$ cat config.mk
export PLATFORM = sky130hd
export DESIGN_NAME = largest_free_gap_finder
export DESIGN_NICKNAME = d
export VERILOG_FILES = /design/src/rtl/lgf_pkg.sv /design/src/rtl/lgf_cell.sv /design/src/rtl/lgf_scan.sv /design/src/rtl/largest_free_gap_finder.sv
export SDC_FILE = /design/constraint.sdc
export NUM_CORES = 2
export LEC_CHECK = 0
export CORE_MARGIN = 10
export CORE_UTILIZATION = 50
export DETAILED_ROUTE_END_ITERATION = 10
export DONT_BUFFER_PORTS = 1
export PLACE_DENSITY = 0.65
export SYNTH_ARGS = -nofsm -noshare
export SYNTH_HDL_FRONTEND = slang
export SYNTH_SLANG_ARGS = --single-unit
$ cat constraint.sdc
create_clock -name i_clk -period 33.3 [get_ports i_clk]
set_input_delay 0 -clock i_clk [delete_from_list [all_inputs] [get_ports i_clk]]
set_output_delay 0 -clock i_clk [all_outputs]
set_load 0.02 [all_outputs]
$ cat src/rtl/lgf_pkg.sv
// Package for the largest free gap finder.
// Holds the beat structs, status codes, register indexes and state type.
// No dependencies.
package lgf_pkg;

    // Width of the configuration register index.
    localparam int CFG_IDX_W = 8;

    // Configuration register indexes.
    localparam logic [CFG_IDX_W-1:0] REG_MEM_BASE = 8'd0;
    localparam logic [CFG_IDX_W-1:0] REG_MEM_SIZE = 8'd1;

    // Result status codes.
    typedef enum logic [2:0] {
        ST_OK         = 3'd0,
        ST_BAD_WINDOW = 3'd1,
        ST_OVERFLOW   = 3'd2,
        ST_NONE       = 3'd3,
        ST_TOO_MANY   = 3'd4
    } t_status;

    // Controller states.
    typedef enum logic [1:0] {
        S_LOAD,
        S_CHECK,
        S_SCAN,
        S_STEP
    } t_state;

    // One input beat.
    typedef struct packed {
        logic [63:0] range_start;
        logic [63:0] range_length;
        logic        entry_present;
        logic        last_entry;
    } t_item;

    // One result beat.
    typedef struct packed {
        t_status     status;
        logic [63:0] usable_base;
        logic [63:0] usable_size;
    } t_result;

    // A stored reservation, end exclusive, unclipped.
    typedef struct packed {
        logic [63:0] r_start;
        logic [63:0] r_end;
    } t_range;

    // Control from the sequencer to the scan unit.
    typedef struct packed {
        logic clear;
        logic en;
    } t_scan_ctl;

    // Accumulated outcome of one scan over the stored ranges.
    typedef struct packed {
        logic        cov;
        logic        ahead;
        logic [63:0] ns;
        logic [63:0] ne;
    } t_scan_acc;

endpackage

$ cat src/rtl/lgf_cell.sv
// One cell of the reservation ring: holds a single range.
// On enable it takes the range offered by its neighbour. Uses lgf_pkg.
module lgf_cell
    import lgf_pkg::*;
(
    input  logic   i_clk,
    input  logic   i_en,
    input  t_range i_range,
    output t_range o_range
);

    t_range r_range;

    // Shift stage: take the neighbour's range when the ring moves.
    always_ff @(posedge i_clk) begin
        if (i_en) begin
            r_range <= i_range;
        end
    end

    assign o_range = r_range;

endmodule

$ cat src/rtl/lgf_scan.sv
// Scan unit: looks at one range per cycle while enabled, as the ring rotates past it.
// Keeps the furthest covering end and the nearest start ahead. Uses lgf_pkg.
module lgf_scan
    import lgf_pkg::*;
(
    input  logic        i_clk,
    input  t_scan_ctl   i_ctl,
    input  t_range      i_range,
    input  logic [63:0] i_lo,
    input  logic [63:0] i_hi,
    input  logic [63:0] i_cur,
    output t_scan_acc   o_acc
);

    t_scan_acc   r_acc;
    t_scan_acc   n_acc;
    logic        skip;
    logic [63:0] s_clip;
    logic [63:0] e_clip;
    logic        covers;

    // Clip the range to the window and classify it against the cursor.
    always_comb begin
        skip   = (i_range.r_end <= i_lo) || (i_range.r_start >= i_hi);
        s_clip = (i_range.r_start < i_lo) ? i_lo : i_range.r_start;
        e_clip = (i_range.r_end > i_hi) ? i_hi : i_range.r_end;
        covers = (s_clip <= i_cur) && (i_cur < e_clip);
    end

    // Fold the range into the running result.
    always_comb begin
        n_acc = r_acc;
        if (!skip) begin
            if (covers) begin
                if (!r_acc.cov || (e_clip > r_acc.ne)) begin
                    n_acc.ne = e_clip;
                end
                n_acc.cov = 1'b1;
            end else if (!r_acc.cov && (s_clip > i_cur)
                         && (!r_acc.ahead || (s_clip < r_acc.ns))) begin
                n_acc.ns    = s_clip;
                n_acc.ahead = 1'b1;
            end
        end
    end

    // Accumulator register; cleared before each scan.
    always_ff @(posedge i_clk) begin
        if (i_ctl.clear) begin
            r_acc.cov   <= 1'b0;
            r_acc.ahead <= 1'b0;
        end else if (i_ctl.en) begin
            r_acc <= n_acc;
        end
    end

    // Payload of the accumulator needs no clearing.
    assign o_acc = r_acc;

endmodule

$ cat src/rtl/largest_free_gap_finder.sv
// Largest free gap finder. Reserved ranges are loaded one beat per cycle while
// busy is low; the beat marked last_entry starts a walk over the RAM window and
// exactly one result beat follows, shown for one cycle with o_done high, which the
// receiver must take as it comes. The walk makes at most 2*MAX_RANGES+2 steps,
// each a full turn of the ring of MAX_RANGES cells past the single scan unit
// followed by a step state; on a bad window or a load error the result follows
// the window check and no walk is made.
// The configuration port is always ready; write it only while the block is idle.
// Depends on lgf_pkg, lgf_cell and lgf_scan.
module largest_free_gap_finder
    import lgf_pkg::*;
#(
    parameter int MAX_RANGES = 16
) (
    input  logic                 i_clk,
    input  logic                 i_rst_n,
    input  logic                 i_cfg_valid,
    output logic                 o_cfg_ready,
    input  logic [CFG_IDX_W-1:0] i_cfg_index,
    input  logic [63:0]          i_cfg_data,
    input  logic                 start,
    output logic                 busy,
    input  t_item                i_item,
    output logic                 o_done,
    output t_result              o_result
);

    localparam int CW        = $clog2(MAX_RANGES + 1);
    localparam int KW        = (MAX_RANGES > 1) ? $clog2(MAX_RANGES) : 1;
    localparam int GUARD_LIM = 2 * MAX_RANGES + 2;
    localparam int GW        = $clog2(GUARD_LIM + 1);

    t_state      r_state;
    t_state      n_state;
    logic [63:0] r_mem_base;
    logic [63:0] r_mem_size;
    logic [CW-1:0] r_count;
    t_status     r_err;
    logic [63:0] r_cur;
    logic [63:0] r_hi;
    logic [63:0] r_best_base;
    logic [63:0] r_best_size;
    logic [KW-1:0] r_k;
    logic [GW-1:0] r_guard;
    logic        r_done;
    t_result     r_result;

    logic        accept;
    logic        ring_en;
    logic        load_shift;
    t_scan_ctl   scan_ctl;
    t_scan_acc   acc;
    t_range      cell_q [MAX_RANGES];
    t_range      new_range;
    logic [64:0] load_sum;
    logic        load_ovf;
    logic        load_nz;
    logic        count_full;
    logic [64:0] win_sum;
    logic        win_bad;
    logic        k_last;
    logic        k_valid;
    logic [63:0] gap_end;
    logic [63:0] free_len;
    logic        gap_better;
    logic [63:0] step_base;
    logic [63:0] step_size;
    logic        found;
    logic [63:0] new_cur;
    logic [GW-1:0] n_guard;
    logic        walk_end;

    // Load-side checks on the incoming beat.
    always_comb begin
        accept     = start && !busy;
        load_sum   = {1'b0, i_item.range_start} + {1'b0, i_item.range_length};
        load_ovf   = load_sum[64];
        load_nz    = i_item.entry_present && (i_item.range_length != 64'd0);
        count_full = (r_count >= CW'(MAX_RANGES));
        load_shift = accept && load_nz && !load_ovf && !count_full;
        new_range.r_start = i_item.range_start;
        new_range.r_end   = load_sum[63:0];
    end

    // Window check and scan position.
    always_comb begin
        win_sum = {1'b0, r_mem_base} + {1'b0, r_mem_size};
        win_bad = (r_mem_size == 64'd0) || win_sum[64];
        k_last  = (r_k == KW'(MAX_RANGES - 1));
        k_valid = ({1'b0, CW'(r_k)} >= ({1'b0, CW'(MAX_RANGES)} - {1'b0, r_count}));
    end

    // Step decision from the finished scan.
    always_comb begin
        gap_end    = acc.ahead ? acc.ns : r_hi;
        free_len   = gap_end - r_cur;
        gap_better = !acc.cov && (free_len > r_best_size);
        step_base  = gap_better ? r_cur : r_best_base;
        step_size  = gap_better ? free_len : r_best_size;
        found      = acc.cov || acc.ahead;
        new_cur    = acc.cov ? acc.ne : acc.ns;
        n_guard    = r_guard + GW'(1);
        walk_end   = !found || !(n_guard < GW'(GUARD_LIM)) || !(new_cur < r_hi);
    end

    // Next-state logic.
    always_comb begin
        n_state = r_state;
        case (r_state)
            S_LOAD: begin
                if (accept && i_item.last_entry) begin
                    n_state = S_CHECK;
                end
            end
            S_CHECK: begin
                if (win_bad || (r_err != ST_OK)) begin
                    n_state = S_LOAD;
                end else begin
                    n_state = S_SCAN;
                end
            end
            S_SCAN: begin
                if (k_last) begin
                    n_state = S_STEP;
                end
            end
            S_STEP: begin
                if (walk_end) begin
                    n_state = S_LOAD;
                end else begin
                    n_state = S_SCAN;
                end
            end
            default: begin
                n_state = S_LOAD;
            end
        endcase
    end

    // Output and control decode.
    always_comb begin
        busy           = 1'b1;
        ring_en        = 1'b0;
        scan_ctl.clear = 1'b0;
        scan_ctl.en    = 1'b0;
        case (r_state)
            S_LOAD: begin
                busy    = 1'b0;
                ring_en = load_shift;
            end
            S_CHECK: begin
                scan_ctl.clear = 1'b1;
            end
            S_SCAN: begin
                ring_en     = 1'b1;
                scan_ctl.en = k_valid;
            end
            S_STEP: begin
                scan_ctl.clear = 1'b1;
            end
            default: begin
                busy = 1'b1;
            end
        endcase
    end

    assign o_cfg_ready = 1'b1;

    // Ring of cells: loading pushes into cell zero, scanning turns the ring.
    for (genvar i = 0; i < MAX_RANGES; i++) begin : g_cell
        t_range cell_d;
        if (i == 0) begin : g_head
            assign cell_d = (r_state == S_LOAD) ? new_range : cell_q[MAX_RANGES-1];
        end else begin : g_body
            assign cell_d = cell_q[i-1];
        end
        lgf_cell u_cell (
            .i_clk   (i_clk),
            .i_en    (ring_en),
            .i_range (cell_d),
            .o_range (cell_q[i])
        );
    end

    // The scan unit watches the cell leaving the end of the ring.
    lgf_scan u_scan (
        .i_clk   (i_clk),
        .i_ctl   (scan_ctl),
        .i_range (cell_q[MAX_RANGES-1]),
        .i_lo    (r_mem_base),
        .i_hi    (r_hi),
        .i_cur   (r_cur),
        .o_acc   (acc)
    );

    // State, configuration, load bookkeeping and result strobe.
    always_ff @(posedge i_clk) begin
        if (!i_rst_n) begin
            r_state    <= S_LOAD;
            r_mem_base <= 64'd0;
            r_mem_size <= 64'd0;
            r_count    <= '0;
            r_err      <= ST_OK;
            r_done     <= 1'b0;
        end else begin
            r_state <= n_state;
            r_done  <= 1'b0;
            if (i_cfg_valid && o_cfg_ready) begin
                case (i_cfg_index)
                    REG_MEM_BASE: r_mem_base <= i_cfg_data;
                    REG_MEM_SIZE: r_mem_size <= i_cfg_data;
                    default: begin
                    end
                endcase
            end
            case (r_state)
                S_LOAD: begin
                    if (accept && load_nz) begin
                        if (load_ovf) begin
                            if (r_err == ST_OK) begin
                                r_err <= ST_OVERFLOW;
                            end
                        end else if (count_full) begin
                            if (r_err == ST_OK) begin
                                r_err <= ST_TOO_MANY;
                            end
                        end else begin
                            r_count <= r_count + CW'(1);
                        end
                    end
                end
                S_CHECK: begin
                    if (win_bad || (r_err != ST_OK)) begin
                        r_done  <= 1'b1;
                        r_count <= '0;
                        r_err   <= ST_OK;
                    end
                end
                S_STEP: begin
                    if (walk_end) begin
                        r_done  <= 1'b1;
                        r_count <= '0;
                        r_err   <= ST_OK;
                    end
                end
                default: begin
                end
            endcase
        end
    end

    // Walk datapath: cursor, best gap, ring position and step guard.
    always_ff @(posedge i_clk) begin
        case (r_state)
            S_CHECK: begin
                r_cur       <= r_mem_base;
                r_hi        <= win_sum[63:0];
                r_best_base <= 64'd0;
                r_best_size <= 64'd0;
                r_k         <= '0;
                r_guard     <= '0;
                r_result.usable_base <= 64'd0;
                r_result.usable_size <= 64'd0;
                r_result.status      <= win_bad ? ST_BAD_WINDOW : r_err;
            end
            S_SCAN: begin
                r_k <= k_last ? '0 : r_k + KW'(1);
            end
            S_STEP: begin
                r_best_base <= step_base;
                r_best_size <= step_size;
                r_guard     <= n_guard;
                if (found) begin
                    r_cur <= new_cur;
                end
                if (step_size == 64'd0) begin
                    r_result.status      <= ST_NONE;
                    r_result.usable_base <= 64'd0;
                    r_result.usable_size <= 64'd0;
                end else begin
                    r_result.status      <= ST_OK;
                    r_result.usable_base <= step_base;
                    r_result.usable_size <= step_size;
                end
            end
            default: begin
            end
        endcase
    end

    assign o_done   = r_done;
    assign o_result = r_result;

    // A result only follows the window check or the last walk step.
    a_done_src: assert property (@(posedge i_clk) disable iff (!i_rst_n)
        o_done |-> ($past(r_state) == S_CHECK) || ($past(r_state) == S_STEP))
        else $error("result strobe without a finishing state");

    // A failed status carries no gap, and a good one carries a nonempty gap.
    a_res_shape: assert property (@(posedge i_clk) disable iff (!i_rst_n)
        o_done |-> ((o_result.status == ST_OK) && (o_result.usable_size != 64'd0))
                || ((o_result.status != ST_OK) && (o_result.usable_size == 64'd0)
                    && (o_result.usable_base == 64'd0)))
        else $error("result fields disagree with status");

    // The stored count never passes the number of cells.
    a_count_max: assert property (@(posedge i_clk) disable iff (!i_rst_n)
        r_count <= CW'(MAX_RANGES))
        else $error("range count beyond ring size");

    // While scanning the cursor stays inside the window.
    a_cur_in: assert property (@(posedge i_clk) disable iff (!i_rst_n)
        (r_state == S_SCAN) |-> (r_cur < r_hi) && (r_cur >= r_mem_base))
        else $error("walk cursor outside the window");

    // The count and error are back to zero once a result has gone out.
    a_clear: assert property (@(posedge i_clk) disable iff (!i_rst_n)
        o_done |-> (r_count == '0) && (r_err == ST_OK))
        else $error("load state not cleared after a result");

endmodule

* Word level (Yosys, flattened, before mapping)
Index checks and enable logic that the tools add are counted.
** Word-level totals
- Register bits after elaboration :: 2714
- Bits in latches :: 0
- Bits in writable memories :: 0
- Bits in read-only memories :: 0
- Input bits :: 206
- Word-level logic and storage cells :: 179
- Memories kept :: 0
** Cells by class
- $add $sub $neg :: 7
- Multiply operators :: 0
- Div/mod/pow operators :: 0
- Magnitude comparators :: 14
- Equality and inequality tests :: 15
- Shift operators :: 0
- Muxes and demuxes :: 43
- Bitwise gates (word level) :: 3
- Reduce and logical (&&, ||, !) cells :: 46
** Operator list (count)
- $mux W64 :: 7
- $pmux W64 S2 :: 3
- $pmux W131 S2 :: 1
- $gt A64 B64 Y1 :: 4
- $lt A64 B64 Y1 :: 4
- $add A64 B64 Y65 :: 2
- $mux W130 :: 1
- $le A64 B64 Y1 :: 2
- $logic_not A64 Y1 :: 2
- $mux W128 :: 1
- $ge A64 B64 Y1 :: 1
- $reduce_bool A64 Y1 :: 1
- $sub A64 B64 Y64 :: 1
- $mux W5 :: 5
- $mux W3 :: 8
- $pmux W5 S3 :: 1
- $ne A2 B2 Y1 const B :: 6
- $pmux W6 S2 :: 1
- $reduce_and A6 Y1 :: 2
- $logic_and A1 B1 Y1 :: 10
- $reduce_and A5 Y1 :: 2
- $pmux W3 S3 :: 1
- $eq A8 B1 Y1 const B :: 1
- $logic_not A8 Y1 :: 1
- other kinds (29) :: 60

* Logic depth before layout (Yosys ltp)
- Depth after elaboration :: 8
- Depth in mapped cells :: 35

* Modules after synthesis
A second synthesis with hierarchy kept.
** Second synthesis, totals
- Cell total of the unflattened synthesis :: 8360
- Area, all modules :: 117836.8 um2
** Modules (own cells, without submodules)
- lgf_cell :: instances 16, cells an instance 128, area each 3843.7 um2, seq. area each 3843.7 um2
- largest_free_gap_finder :: instances 1, cells an instance 4268, area each 38680.8 um2, seq. area each 14684.1 um2
- lgf_scan :: instances 1, cells an instance 2044, area each 17656.9 um2, seq. area each 3883.7 um2

* Worst setup path after synthesis
OpenSTA, ideal clock, no wires.
- Kind :: in2reg
- Start :: input i_item[2] in the netlist's numbering
- End :: register g_cell[0].u_cell.r_range (netlist bit g_cell[0].u_cell.o_range[0]) (enable)
- Setup time :: 1.725 ns
- Arrival :: 28.122 ns
- Required time :: 31.575 ns
- Setup slack :: 3.453 ns
- Stages :: 13
- Cell sequence :: ha_1 inv_1 fa_1 nor2b_1 o21ai_0 a21boi_0 o2111a_1 o211ai_1 o211ai_1 a21oi_1 o41ai_1 a31oi_1 a31o_2
** On the way
- Cells in the longest elaborated chain, start to end :: 6
- Elaborated cells between the ends (all ways) :: 8
- Classes of those cells :: add/sub: 1; mux: 1; reduce/logical: 6
** Ends and longest elaborated chain
- from (decl) :: line largest_free_gap_finder.sv:23 : input t_item i_item,
- branches (longest 3 deep; another with $add A64 B64 Y65)
- $logic_and A1 B1 Y1 * (2 in series) :: line largest_free_gap_finder.sv:80 : load_shift = accept && load_nz && !load_ovf && !count_full;
- $pmux W1 S2 * :: line largest_free_gap_finder.sv:146 : case (r_state)
- named net g_cell[0].u_cell.i_en :: line lgf_cell.sv:7 : input logic i_en,
- to (signal assigned) :: line lgf_cell.sv:17 : r_range <= i_range;
- to (decl) :: line lgf_cell.sv:12 : t_range r_range;
Mark *: on every way through the listed nets, which the timed path passes.
A chain may end at the register's enable or synchronous reset.

* Worst setup path after layout
- Start :: input i_item[2] in the netlist's numbering
- End :: register g_cell[0].u_cell.r_range (netlist bit g_cell[0].u_cell.o_range[21]) (enable)
The elaborated chain is that of the path after synthesis.

==> results.py <==
metrics = {
    "sta": {
        "finClkSkew_ns": 0.06430,
        "max_slew.worst_pin.slew_ns": 1.381,
        "final.period_utilization_pct": 34.96,
        "max_freq_mhz": 85.90,
        "rsz0062_at_grt": "no",
        "sum_neg_setup_slack_ns": 0,
        "slew_viol_final": 0,
        "post-route-worst-setup-slack_ns": 21.66,
        "finalCriticalPeriod_ns": 11.64,
        "worst_slew_margin_rel_pct": 6.759,
        "timing_hold_violations_final": 0,
        "report.final.setup_viol": 0,
    },
    "cells_and_area": {
        "syn2layout_area_growth_pct": 15.20,
        "mostFrequentLayoutCells": "edfxtp_1, ha_1, nand2_1",
        "fill_count": 18130,
        "multi_input_comb_area_sq_um": 34420,
        "ratio_of_cells_with_drive_above_1_in_the_final_layout_pct": 7.136,
        "layout.cells.most_common": "edfxtp_1",
        "finish.cell_count_without_fillers": 12360,
        "finish.net_count": 10040,
        "fin_util_pct": 57.96,
        "seqCellArea_sq_um": 80070,
    },
    "routing": {
        "detail_route.wirelength_um": 310100,
        "ant_nets": 0,
        "route.detailed.drc": 0,
        "count_of_routing_violations_after_the_opening_detailed_route_iteration": 7978,
        "vias_per_cell": 5.799,
        "dr.pass1.iters": 8,
        "routedWlPerCell_um": 25.10,
        "vias": 71650,
    },
    "power": {
        "p_leak_nw": 49.37,
        "vdd_drop_max_mv": 0.04614,
        "power_density_nw_per_um2": 60.91,
    },
    "global_routing": {
        "remaining_global_route_overflow": 0,
        "grt_max_degree": 188,
        "first_pass_grt_wire_length_um": 452500,
        "first_global_vias": 68340,
        "initial_antenna_violation_count": 65,
        "global_route.usage.total_pct": 23.60,
    },
    "floorplan": {
        "initial_utilization_pct": 50.31,
        "fp.dieW_um": 504.2,
        "rows": 177,
        "core-area_sq_um": 233000,
        "io_pins": 340,
        "floorplan.die_area_sq_um": 254200,
        "die_h_um": 504.2,
    },
    "cts": {
        "clk_root_buffer_cell": "clkbuf_16",
        "post_cts_setup_buffers": 0,
        "clockBufferDepth": 4,
        "clock_tree.htree_level_count": 5,
        "worstSkewPairLatency_ns": 0.96,
        "tritoncts.num_buffers": 296,
        "tritoncts": "done",
        "clkSlewWorstSetupHoldPaths_ns": 0.06,
        "cts_sinks": 2713,
    },
    "yosys": {
        "syn-mean-instance-area_sq_um": 13.96,
        "synth-edff-count": 2573,
        "dominantRegCellSynth": "edfxtp_1",
        "synthDominantAreaCellType": "edfxtp_1",
        "yosys.area.top_type_share_pct": 65.91,
        "ys_ff_latch": 2713,
        "yosysWarnings": 0,
        "async_reset_ff_share_pct": 0,
        "synth.net_count": 9444,
        "synth_cell_type_count": 87,
        "synth.area.top_cells": "edfxtp_1, ha_1, nand2_1",
        "yosysSeqAreaShare_pct": 68.30,
        "post_synth_instance_area_sq_um": 117200,
        "synthCells": 8396,
    },
    "placed_design": {
        "io_buffers": 0,
        "hpwlAfterDp_um": 227600,
        "post-place-cells": 11350,
        "place_worst_setup_slack_ns": 21.40,
        "gp_congestion": 0.9405,
    },
    "worst_setup_path": {
        "crit_fanout": 185,
        "criticalPathCategory": "input port to flop",
        "cp-end-kind": "flop",
        "critPathArrivalTime_ns": 12.18,
        "critical_path_required_ns": 33.84,
        "crit_path_start_kind": "input port",
        "reg2reg_slack_ns": 22.29,
    },
    "flow_run": {
        "drv.max_cap_violation_count": 0,
    },
    "worst_hold_path": {
        "min-delay-path-class": "input port to flop",
    },
    "outcome": {
        "outcome": "complete, no violations",
    },
}
## layer usage
layer | vias up | share of wire [%] | global-route usage (%)
met3 | 499 | 8.2 | 4.421
met4 | 40 | 2.9 | 6.654
met5 | - | 0.074 | 0
li1 | 32770 | - | -
met1 | 35480 | 48 | 37.31
met2 | 2865 | 41 | 33.06
## metrics by stage
step / area, sq um / hold slack [ns] / power, mW
6_report: 135000 / 0.05157 / 8.225
2_1_floorplan: 117200 / 0.1449 / 4.918
4_1_cts: 135000 / 0.0005854 / 8.285
3_5_place_dp: 120900 / 0.1545 / 5.038
3_3_place_gp: 120900 / 0.1478 / 5.014
5_1_grt: 135000 / 0.05187 / 8.539
## final timing paths
check	endpoint	start	cells past startpoint
hold / removal	r_mem_base[0]$_SDFFE_PN0P_	i_cfg_index[5]	6
setup / recovery	g_cell[0].u_cell.o_range[21]$_DFFE_PP_	i_item[2]	22
setup reg to reg	o_result[70]$_SDFFCE_PP0N_	u_scan.o_acc[128]$_SDFFE_PN0P_	28
hold reg to reg	g_cell[10].u_cell.o_range[97]$_DFFE_PP_	g_cell[9].u_cell.o_range[97]$_DFFE_PP_	0
## critical path, stage by stage
cell,delay [ns]
dlygate4sd3_1,0.65
ha_1,0.27
inv_1,0.07
fa_1,0.47
nor2b_1,0.08
o21ai_0,0.29
a21boi_0,0.29
o2111a_1,0.50
o211ai_1,0.50
o211ai_1,0.17
buf_4,0.21
a21oi_1,0.62
o41ai_1,0.21
a31oi_1,0.71
a31o_4,0.70
buf_12,0.56
buf_4,0.85
buf_12,0.76
buf_4,0.93
buf_4,0.89
buf_4,0.94
buf_4,0.92
## area by class of cell
cell class | count | share of cell area, %
timing repair buffer | 535 | 3.905
multi-input combinational | 4916 | 25.49
clock inverter | 142 | 1.109
sequential | 2713 | 59.30
clock buffer | 359 | 5.760
antenna | 31 | 0.05745
inverter | 528 | 1.479
tap | 3132 | 2.902
## cell usage after synthesis (all sizes together), types with 122 or more instances
library cell / instances
edfxtp: 2573
ha: 839
nand2: 805
a21oi: 561
inv: 527
o21ai: 491
nor2: 328
a21o: 304
clkbuf: 215
nand4: 186
dfxtp: 140
a21boi: 139
mux2: 133
nor3: 122
## where the power goes
group | switching [mW] | leakage (nW) | internal [mW]
combinational | 0.656 | 19.9 | 0.330
sequential | 0.0973 | 24.9 | 3.96
clock | 1.30 | 4.53 | 1.88
## repair_timing
action                                 in CTS  in global routing
endpoints found under the hold margin     304                  0
setup endpoints to repair                   0                  0
hold buffers                              473                  0
resized for setup                           0                  0
## logic make-up (layout without fill, tap and decap cells)
logic type      after synthesis  after routing  synth area share [%]
flops                      2713           2713                 68.30
buf+inv                     767           1564                 2.497
xor+xnor                    179            179                 1.337
mux                         192            192                 1.781
fa+ha+maj                   842            842                 9.006
compound gates             1823           1823                 9.595
simple gates               1879           1879                 7.477
other cells                   1             32              0.003199
## sequential cells by signal, indices dropped and copies added, names as in the netlist, 4 cells and up
register	cells
u_scan.o_acc	130
r_mem_size	64
r_mem_base	64
r_guard	6
r_cur	64
r_best_base	64
r_hi	64
r_k	4
o_result	131
r_best_size	64
r_count	5
g_cell.u_cell.o_range	2048
Note: power is estimated with default switching activity, not from simulation.
